===== config.mk =====
export PLATFORM = sky130hd
export DESIGN_NAME = hammersley_point_generator
export DESIGN_NICKNAME = d
export VERILOG_FILES = /design/src/rtl/hpg_pkg.sv /design/src/rtl/hammersley_point_generator.sv
export SDC_FILE = /design/constraint.sdc
export NUM_CORES = 2
export LEC_CHECK = 0
export ABC_AREA = 0
export BUFFER_PORTS_ARGS = -buffer_cell sky130_fd_sc_hd__buf_2
export CORE_MARGIN = 2
export CORE_UTILIZATION = 50
export DETAILED_ROUTE_END_ITERATION = 12
export PLACE_DENSITY = 0.75
export SYNTH_ARGS = -nofsm -noshare
export SYNTH_HDL_FRONTEND = slang
export SYNTH_SLANG_ARGS = --single-unit

===== constraint.sdc =====
create_clock -name clk -period 18 [get_ports clk]
set_input_delay 3.6 -clock clk [delete_from_list [all_inputs] [get_ports clk]]
set_output_delay 3.6 -clock clk [all_outputs]
set_load 0.1 [all_outputs]

===== src/rtl/hpg_pkg.sv =====
// Shared constants and types for the Hammersley point generator.
package hpg_pkg;

  localparam int LENGTH_BITS = 21;
  localparam int COORD_BITS  = 32;
  localparam int DIGIT_BITS  = 3;
  localparam int NUM_RADICES = 3;
  localparam int RADIX [NUM_RADICES] = '{2, 3, 5};

  typedef logic [COORD_BITS-1:0] coord_t;

endpackage


===== src/rtl/hammersley_point_generator.sv =====
// Hammersley point generator: regular coordinate and radical inverses in bases 2, 3 and 5.
// An in-range word has its digits extracted by the skewed row of digit cells, then goes through
// the bit-serial dividers, then to the output register; an out-of-range word goes straight to
// the output register. A new word is taken only after the last result is loaded into the output
// register. A result word held by the receiver stalls the next one.
// Reset (synchronous, active low) empties the block and sets the sequence length to 1.
module hammersley_point_generator #(
  parameter int INDEX_BITS    = 20,
  parameter int FRACTION_BITS = 32
) (
  input  logic                             clk,
  input  logic                             rst_n,
  input  logic                             cfg_valid,
  output logic                             cfg_ready,
  input  logic [hpg_pkg::LENGTH_BITS-1:0]  cfg_sequence_length,
  input  logic                             in_valid,
  output logic                             in_ready,
  input  logic [INDEX_BITS-1:0]            in_sample_index,
  output logic                             out_valid,
  input  logic                             out_ready,
  output logic [hpg_pkg::COORD_BITS-1:0]   out_regular_coord,
  output logic [hpg_pkg::COORD_BITS-1:0]   out_radix2_coord,
  output logic [hpg_pkg::COORD_BITS-1:0]   out_radix3_coord,
  output logic [hpg_pkg::COORD_BITS-1:0]   out_radix5_coord,
  output logic                             out_index_out_of_range
);
  import hpg_pkg::*;

  localparam int DIG_N   = INDEX_BITS + 1;
  localparam int SCL_W   = INDEX_BITS + 3;
  localparam int REG_W   = LENGTH_BITS + 1;
  localparam int CMP_W   = (INDEX_BITS > LENGTH_BITS) ? INDEX_BITS : LENGTH_BITS;
  localparam int CNT_MAX = (2 * DIG_N > FRACTION_BITS) ? 2 * DIG_N : FRACTION_BITS;
  localparam int CNT_W   = $clog2(CNT_MAX);
  localparam int IDX_W   = $clog2(DIG_N);
  localparam int DSUM_W  = DIGIT_BITS + 1;

  localparam logic [1:0] ST_IDLE    = 2'd0;
  localparam logic [1:0] ST_EXTRACT = 2'd1;
  localparam logic [1:0] ST_DIVIDE  = 2'd2;
  localparam logic [1:0] ST_DONE    = 2'd3;

  logic [1:0]             state_r;
  logic [CNT_W-1:0]       cnt_r;
  logic [LENGTH_BITS-1:0] len_r;
  logic [DIG_N-1:0]       m_r;
  logic                   oor_r;
  logic                   out_valid_r;
  coord_t                 out_regular_r;
  coord_t                 out_radix_r [NUM_RADICES];
  logic                   out_oor_r;

  logic                   in_acc;
  logic                   oor;
  logic                   feed_v;
  logic                   horner_phase;
  logic                   load_out;
  logic [CNT_W-1:0]       hsub;
  logic [IDX_W-1:0]       hidx;

  logic [REG_W-1:0]       reg_rem_r;
  coord_t                 reg_quo_r;
  logic [REG_W:0]         reg_sh;
  logic [REG_W:0]         reg_den;
  coord_t                 rad_quo [NUM_RADICES];

  assign cfg_ready    = 1'b1;
  assign in_ready     = (state_r == ST_IDLE);
  assign in_acc       = in_valid && in_ready;
  assign oor          = CMP_W'(in_sample_index) >= CMP_W'(len_r);
  assign feed_v       = (state_r == ST_EXTRACT) && (cnt_r < CNT_W'(DIG_N));
  assign horner_phase = (state_r == ST_EXTRACT) && (cnt_r >= CNT_W'(DIG_N));
  assign hsub         = cnt_r - CNT_W'(DIG_N);
  assign hidx         = hsub[IDX_W-1:0];
  assign load_out     = (state_r == ST_DONE) && (!out_valid_r || out_ready);

  // Sequencer: digit extraction, fraction divisions, output stage; out of range: output only.
  always_ff @(posedge clk) begin
    if (!rst_n) begin
      state_r     <= ST_IDLE;
      cnt_r       <= '0;
      len_r       <= LENGTH_BITS'(1);
      out_valid_r <= 1'b0;
    end else begin
      if (cfg_valid) begin
        len_r <= cfg_sequence_length;
      end
      if (out_valid_r && out_ready && !load_out) begin
        out_valid_r <= 1'b0;
      end
      unique case (state_r)
        ST_IDLE: begin
          if (in_valid) begin
            cnt_r   <= '0;
            state_r <= oor ? ST_DONE : ST_EXTRACT;
          end
        end
        ST_EXTRACT: begin
          if (cnt_r == CNT_W'(2 * DIG_N - 1)) begin
            cnt_r   <= '0;
            state_r <= ST_DIVIDE;
          end else begin
            cnt_r <= cnt_r + CNT_W'(1);
          end
        end
        ST_DIVIDE: begin
          if (cnt_r == CNT_W'(FRACTION_BITS - 1)) begin
            cnt_r   <= '0;
            state_r <= ST_DONE;
          end else begin
            cnt_r <= cnt_r + CNT_W'(1);
          end
        end
        ST_DONE: begin
          if (load_out) begin
            out_valid_r <= 1'b1;
            state_r     <= ST_IDLE;
          end
        end
      endcase
    end
  end

  // The index plus one is fed into the digit cells most significant bit first.
  always_ff @(posedge clk) begin
    if (in_acc) begin
      m_r   <= DIG_N'(in_sample_index) + DIG_N'(1);
      oor_r <= oor;
    end else if (state_r == ST_EXTRACT) begin
      m_r <= {m_r[DIG_N-2:0], 1'b0};
    end
  end

  // Regular coordinate: (2i+1) / 2N, one quotient bit per cycle.
  assign reg_sh  = {reg_rem_r, 1'b0};
  assign reg_den = {1'b0, len_r, 1'b0};

  always_ff @(posedge clk) begin
    if (in_acc) begin
      reg_rem_r <= REG_W'({in_sample_index, 1'b1});
      reg_quo_r <= '0;
    end else if (state_r == ST_DIVIDE) begin
      if (reg_sh >= reg_den) begin
        reg_rem_r <= REG_W'(reg_sh - reg_den);
        reg_quo_r <= {reg_quo_r[COORD_BITS-2:0], 1'b1};
      end else begin
        reg_rem_r <= reg_sh[REG_W-1:0];
        reg_quo_r <= {reg_quo_r[COORD_BITS-2:0], 1'b0};
      end
    end
  end

  for (genvar g = 0; g < NUM_RADICES; g++) begin : g_radix
    localparam int BASE = RADIX[g];
    localparam logic [DSUM_W-1:0] BASE_D = DSUM_W'(BASE);
    localparam logic [SCL_W-1:0]  BASE_S = SCL_W'(BASE);

    logic [DIGIT_BITS-1:0] cell_rem_r [DIG_N];
    logic [DIG_N-1:0]      cell_q_r;
    logic [DIG_N-1:0]      cell_v_r;
    logic [DIG_N-1:0]      cell_nz_r;
    logic [DIG_N-1:0]      bit_in;
    logic [DIG_N-1:0]      v_in;
    logic [DIG_N-1:0]      q_nxt;
    logic [DIGIT_BITS-1:0] rem_nxt [DIG_N];
    logic [DSUM_W-1:0]     part [DIG_N];

    logic [SCL_W-1:0]      mir_r;
    logic [SCL_W-1:0]      scl_r;
    logic [SCL_W-1:0]      rem_r;
    coord_t                quo_r;
    logic [SCL_W-1:0]      mir_nxt;
    logic [SCL_W-1:0]      scl_nxt;
    logic [SCL_W:0]        div_sh;
    logic [SCL_W:0]        div_den;
    logic                  take_digit;

    // Each cell divides the quotient stream of the cell before it by the base, one bit a
    // cycle; the remainder left in cell k is digit k of the index plus one.
    assign bit_in = {cell_q_r[DIG_N-2:0], m_r[DIG_N-1]};
    assign v_in   = {cell_v_r[DIG_N-2:0], feed_v};

    always_comb begin
      for (int k = 0; k < DIG_N; k++) begin
        part[k] = {cell_rem_r[k], bit_in[k]};
        if (part[k] >= BASE_D) begin
          q_nxt[k]   = 1'b1;
          rem_nxt[k] = DIGIT_BITS'(part[k] - BASE_D);
        end else begin
          q_nxt[k]   = 1'b0;
          rem_nxt[k] = part[k][DIGIT_BITS-1:0];
        end
      end
    end

    always_ff @(posedge clk) begin
      if (!rst_n) begin
        cell_q_r  <= '0;
        cell_v_r  <= '0;
        cell_nz_r <= '0;
      end else if (in_acc) begin
        cell_q_r  <= '0;
        cell_v_r  <= '0;
        cell_nz_r <= '0;
        for (int k = 0; k < DIG_N; k++) begin
          cell_rem_r[k] <= '0;
        end
      end else begin
        for (int k = 0; k < DIG_N; k++) begin
          if (v_in[k]) begin
            cell_rem_r[k] <= rem_nxt[k];
            cell_nz_r[k]  <= cell_nz_r[k] | bit_in[k];
          end
        end
        cell_q_r <= q_nxt & v_in;
        cell_v_r <= v_in;
      end
    end

    // Digits are mirrored one per cycle as their cells finish; a cell whose input was all
    // zeros lies beyond the top digit and is skipped.
    assign take_digit = horner_phase && cell_nz_r[hidx];
    assign mir_nxt    = take_digit ? (mir_r * BASE_S) + SCL_W'(cell_rem_r[hidx]) : mir_r;
    assign scl_nxt    = take_digit ? (scl_r * BASE_S) : scl_r;
    assign div_sh     = {rem_r, 1'b0};
    assign div_den    = {1'b0, scl_r};

    always_ff @(posedge clk) begin
      if (in_acc) begin
        mir_r <= '0;
        scl_r <= SCL_W'(1);
        quo_r <= '0;
      end else if (state_r == ST_EXTRACT) begin
        mir_r <= mir_nxt;
        scl_r <= scl_nxt;
        rem_r <= mir_nxt;
      end else if (state_r == ST_DIVIDE) begin
        if (div_sh >= div_den) begin
          rem_r <= SCL_W'(div_sh - div_den);
          quo_r <= {quo_r[COORD_BITS-2:0], 1'b1};
        end else begin
          rem_r <= div_sh[SCL_W-1:0];
          quo_r <= {quo_r[COORD_BITS-2:0], 1'b0};
        end
      end
    end

    assign rad_quo[g] = quo_r;
  end

  // Output register: frees the datapath while the result word waits to be taken.
  always_ff @(posedge clk) begin
    if (load_out) begin
      out_regular_r <= oor_r ? '0 : reg_quo_r;
      for (int g = 0; g < NUM_RADICES; g++) begin
        out_radix_r[g] <= oor_r ? '0 : rad_quo[g];
      end
      out_oor_r <= oor_r;
    end
  end

  assign out_valid              = out_valid_r;
  assign out_regular_coord      = out_regular_r;
  assign out_radix2_coord       = out_radix_r[0];
  assign out_radix3_coord       = out_radix_r[1];
  assign out_radix5_coord       = out_radix_r[2];
  assign out_index_out_of_range = out_oor_r;

endmodule


==> impl_metrics.xml <==
<?xml version="1.0" encoding="UTF-8"?>
<metrics>
  <group name="timing">
    <metric name="final.min_clock_period" unit="ns">6.52</metric>
    <metric name="max_freq" unit="MHz">153</metric>
    <metric name="worst_slew_pin_slew" unit="ns">1.17</metric>
    <metric name="hold_slack" unit="ns">0.458</metric>
    <metric name="totalNegativeSetupSlack" unit="ns">0</metric>
    <metric name="period_share" unit="%">36.2</metric>
    <metric name="timing.final.max_slew_violations" unit="">0</metric>
    <metric name="timing.max_slew.rel_slack" unit="%">22.0</metric>
    <metric name="rsz_0062_raised_after_global_routing" unit="">false</metric>
    <metric name="total_of_endpoints_with_negative_setup_slack_in_the_final_report" unit="">0</metric>
    <metric name="timing.final.hold_violations" unit="">0</metric>
    <metric name="fin_worst_skew" unit="ns">0.0293</metric>
  </group>
  <group name="yosys">
    <metric name="synth_net_count" unit="">5050</metric>
    <metric name="synthMuxAreaShare" unit="%">9.73</metric>
    <metric name="synth-edff-count" unit="">429</metric>
    <metric name="synth_compound_area_share" unit="%">12.0</metric>
    <metric name="postSynth.topFlopCell" unit="">sky130_fd_sc_hd__dfxtp_1</metric>
    <metric name="syn_area_per_cell" unit="um2">10.1</metric>
    <metric name="synthesis.area" unit="mm2">0.0471</metric>
    <metric name="ys.warnings.count" unit="">0</metric>
    <metric name="synthCells" unit="">4650</metric>
    <metric name="post_synth_num_cell_types" unit="">88</metric>
    <metric name="synth_register_bits" unit="">867</metric>
    <metric name="postSynth.asyncResetShare" unit="%">0</metric>
    <metric name="simple_logic_cell_fraction_of_the_synthesized_area" unit="%">14.8</metric>
    <metric name="yosysSeqAreaShare" unit="%">46.0</metric>
    <metric name="synth_fa_ha_area_share" unit="%">9.55</metric>
    <metric name="post_synth_xor_area_fraction" unit="%">4.40</metric>
    <metric name="synth_top_family_by_area" unit="">simple AND/OR/NAND/NOR gates</metric>
  </group>
  <group name="cts">
    <metric name="cts_num_sinks" unit="">867</metric>
    <metric name="number_of_resized_instances_in_the_post_cts_repair_step" unit="">0</metric>
    <metric name="holdBufCountCts" unit="">0</metric>
    <metric name="cts_setup_buffers" unit="">0</metric>
    <metric name="htree_num_levels" unit="">3</metric>
    <metric name="cts_tree" unit="">done</metric>
    <metric name="clock_tree.root_cell" unit="">sky130_fd_sc_hd__clkbuf_16</metric>
    <metric name="clk-insertion-delay-late" unit="ns">0.67</metric>
    <metric name="cts_made_buffers" unit="">88</metric>
    <metric name="clkSlewWorstSetupHoldPaths" unit="ns">0.06</metric>
    <metric name="clk_path_buf_depth" unit="">3</metric>
  </group>
  <group name="die">
    <metric name="placement_rows" unit="">112</metric>
    <metric name="start_util" unit="%">50.5</metric>
    <metric name="die_outline_width" unit="um">311</metric>
    <metric name="fp.dieH" unit="um">311</metric>
    <metric name="area_of_the_die" unit="mm2">0.0967</metric>
    <metric name="core-area" unit="mm2">0.0933</metric>
    <metric name="floorplan.io_pins" unit="">178</metric>
  </group>
  <group name="setup_path">
    <metric name="cp-startpoint" unit="">cnt_r[0]</metric>
    <metric name="cp_data_required_time" unit="ns">18.35</metric>
    <metric name="setup.reg_to_reg.worst_slack" unit="ns">11.48</metric>
    <metric name="timing_worst_setup_path_type" unit="">flop to flop</metric>
    <metric name="r2r-end" unit="">g_radix[2].rem_r[21]</metric>
    <metric name="worst-path-max-fanout" unit="">63</metric>
    <metric name="critical_path.startpoint_type" unit="">flop</metric>
    <metric name="worst_setup_end_kind" unit="">flop</metric>
    <metric name="cp_data_arrival_time" unit="ns">6.88</metric>
    <metric name="cp-endpoint" unit="">g_radix[2].rem_r[21]</metric>
    <metric name="timing.rr.start" unit="">cnt_r[0]</metric>
    <metric name="r2r_cells" unit="">18</metric>
  </group>
  <group name="detailed_routing">
    <metric name="routed_via_density" unit="">5.66</metric>
    <metric name="remaining_drc_errors" unit="">0</metric>
    <metric name="drt_wl_total" unit="mm">106</metric>
    <metric name="route.antenna.remaining_nets" unit="">0</metric>
    <metric name="post_drt_wl_per_cell" unit="um">17.3</metric>
    <metric name="initialDrtViolationCount" unit="">2838</metric>
    <metric name="drt-pass1-iter-count" unit="">6</metric>
    <metric name="via_count" unit="">34500</metric>
  </group>
  <group name="pwr">
    <metric name="cellInternalPower" unit="W">0.00459</metric>
    <metric name="vdd_drop_max" unit="V">0.000113</metric>
    <metric name="relative_contribution_of_the_clock_network_to_total_power" unit="%">26.2</metric>
    <metric name="pwr_density_cell" unit="mW/mm2">139</metric>
    <metric name="total_power_consumption" unit="W">0.00723</metric>
    <metric name="power.static_leakage" unit="nW">21.4</metric>
    <metric name="sequentialPowerShare" unit="%">36.7</metric>
    <metric name="combinationalPowerShare" unit="%">37.1</metric>
    <metric name="p_sw_share" unit="%">36.6</metric>
    <metric name="total_switching_power" unit="W">0.00265</metric>
  </group>
  <group name="finish">
    <metric name="num_antenna_cells" unit="">0</metric>
    <metric name="post_layout_nonfiller_instances" unit="">6095</metric>
    <metric name="multiInputGateArea" unit="mm2">0.0239</metric>
    <metric name="layout.filler_cells" unit="">7995</metric>
    <metric name="area_delta_synth_final" unit="%">10.5</metric>
    <metric name="area.sequential" unit="mm2">0.0217</metric>
    <metric name="layout-drive-gt1-share" unit="%">9.63</metric>
    <metric name="fin_nets" unit="">5165</metric>
  </group>
  <group name="global_routing">
    <metric name="pin_count_of_the_biggest_net_entering_global_routing" unit="">99</metric>
    <metric name="grt_pass1_wl" unit="mm">172</metric>
    <metric name="grt_antenna_before_repair" unit="">2</metric>
    <metric name="first_global_vias" unit="">33100</metric>
    <metric name="grt_overflow_total" unit="">0</metric>
    <metric name="grt_overall_usage" unit="%">21.4</metric>
  </group>
  <group name="placed_design">
    <metric name="gp_congestion" unit="">0.890</metric>
    <metric name="dpl.cell_count" unit="">5929</metric>
    <metric name="place.detailed.hpwl" unit="mm">74.4</metric>
    <metric name="portBuffers" unit="">176</metric>
  </group>
  <group name="worst_hold_path">
    <metric name="hp-class" unit="">flop to flop</metric>
  </group>
  <group name="run">
    <metric name="max_cap_viol_count" unit="">0</metric>
  </group>
  <group name="outcome">
    <metric name="outcome" unit="">complete, no violations</metric>
  </group>
</metrics>
[placed cells by master, fill, tap and decap left out, drive strengths merged, types with 10 or more instances in the layout]
master	n
nor2	676
dfxtp	438
edfxtp	429
a21oi	353
ha	345
nand2	312
mux2i	289
inv	233
buf	201
nor2b	182
o21ai	140
clkbuf	134
xnor2	118
xor2	118
nor3	90
a21o	84
mux4	71
nand3	58
nand2b	40
o31ai	38
and2	38
a211oi	38
a31oi	35
nand4	33
o21a	33
and3	28
o21bai	28
o211ai	17
clkinv	17
o31a	15
a22oi	14
nor4	13
a21boi	12
a2111oi	11
or3	10
or4	10
[kinds of logic (layout without fill, tap and decap cells)]
kind of cell               after synthesis  count (layout)
AOI/OAI and AO/OA                      897             897
adders and majority gates              354             354
DFF                                    867             867
buffers and inverters                  402             593
and+or+nand+nor                       1525            1525
muxes                                  368             368
xor gates and xnor gates               236             236
other                                    1               1
[registers in the layout (all words and copies together) (netlist names), 60 cells and up]
register / cells
g_radix.cell_rem_r: 189
g_radix.quo_r: 96
out_radix_r: 96
g_radix.mir_r: 69
g_radix.rem_r: 69
g_radix.scl_r: 66
g_radix.cell_nz_r: 63
g_radix.cell_q_r: 60
[power groups by stage]
| stage | combinational (W) | sequential [W] | clock, W |
|---|---|---|---|
| floorplan | 0.00193 | 0.00283 | 0 |
| global placement | 0.00260 | 0.00268 | 0 |
| detailed placement | 0.00265 | 0.00269 | 0 |
| CTS | 0.00268 | 0.00265 | 0.00192 |
| global route | 0.00296 | 0.00269 | 0.00199 |
| finish | 0.00268 | 0.00266 | 0.00189 |
[how the worst min path moves through the flow]
| stage | from | end | slack (ns) | cells past startpoint |
|---|---|---|---|---|
| floorplan | g_radix[0].cell_nz_r[0] | g_radix[0].cell_nz_r[0] | 0.42 | 2 |
| global placement | g_radix[2].cell_nz_r[0] | g_radix[2].cell_nz_r[0] | 0.43 | 2 |
| detailed placement | g_radix[0].cell_nz_r[11] | g_radix[0].cell_nz_r[11] | 0.44 | 1 |
| CTS | g_radix[0].cell_nz_r[6] | g_radix[0].cell_nz_r[6] | 0.46 | 1 |
| global route | g_radix[0].cell_nz_r[1] | g_radix[0].cell_nz_r[1] | 0.47 | 1 |
| finish | g_radix[0].cell_nz_r[6] | g_radix[0].cell_nz_r[6] | 0.46 | 1 |
[synthesized netlist by cell type, drive strengths merged, types with 64 or more instances]
cell	instances	area, um2
nand2	312	1170
xnor2	118	1030
edfxtp	429	12900
nor2	676	2540
nor2b	182	1140
mux4	71	1600
mux2i	289	2890
a21o	84	631
xor2	118	1040
inv	226	851
dfxtp	438	8770
clkbuf	112	420
ha	345	4320
a21oi	353	1790
nor3	90	455
o21ai	140	701
buf	64	385
[routing by layer]
layer	up-vias	routed length [um]	global-route usage, %
met5	-	22	0
met4	4	3000	6.77
met3	203	6040	2.89
met2	956	49600	35.3
met1	16500	46900	29.2
li1	16900	-	-
[stage by stage]
stage | util (%) | setup WS [ns] | area (um2)
2_1_floorplan | - | 7.99 | 47100
3_3_place_gp | 52.5 | 11.70 | 49000
3_5_place_dp | 52.5 | 11.53 | 49000
4_1_cts | 55.8 | 11.50 | 52000
5_1_grt | 55.8 | 11.02 | 52000
6_report | 55.8 | 11.48 | 52000
[cell type report]
type	instances	area share, %
Timing Repair Buffer	201	2.05
Clock buffer	134	5.01
Tap cell	1254	3.01
Inverter	226	1.65
Multi-Input combinational cell	3381	45.8
Sequential cell	867	41.6
Clock inverter	32	0.820
[worst max-delay path, cell delays in order (launching register included)]
cell,delay [ns]
sky130_fd_sc_hd__dfxtp_4,0.73
sky130_fd_sc_hd__inv_1,0.15
sky130_fd_sc_hd__ha_2,0.36
sky130_fd_sc_hd__buf_4,0.67
sky130_fd_sc_hd__mux4_2,0.43
sky130_fd_sc_hd__mux4_2,0.51
sky130_fd_sc_hd__nor2_1,0.14
sky130_fd_sc_hd__a31oi_1,0.06
sky130_fd_sc_hd__ha_1,0.33
sky130_fd_sc_hd__ha_1,0.24
sky130_fd_sc_hd__fa_1,0.42
sky130_fd_sc_hd__a21o_1,0.19
sky130_fd_sc_hd__and4_1,0.21
sky130_fd_sc_hd__o31ai_1,0.47
sky130_fd_sc_hd__a2111oi_0,0.31
sky130_fd_sc_hd__o21ai_0,0.29
sky130_fd_sc_hd__a311oi_1,0.13
sky130_fd_sc_hd__a211oi_1,0.37
sky130_fd_sc_hd__a22oi_1,0.15
Note: power is estimated with default switching activity, not from simulation.
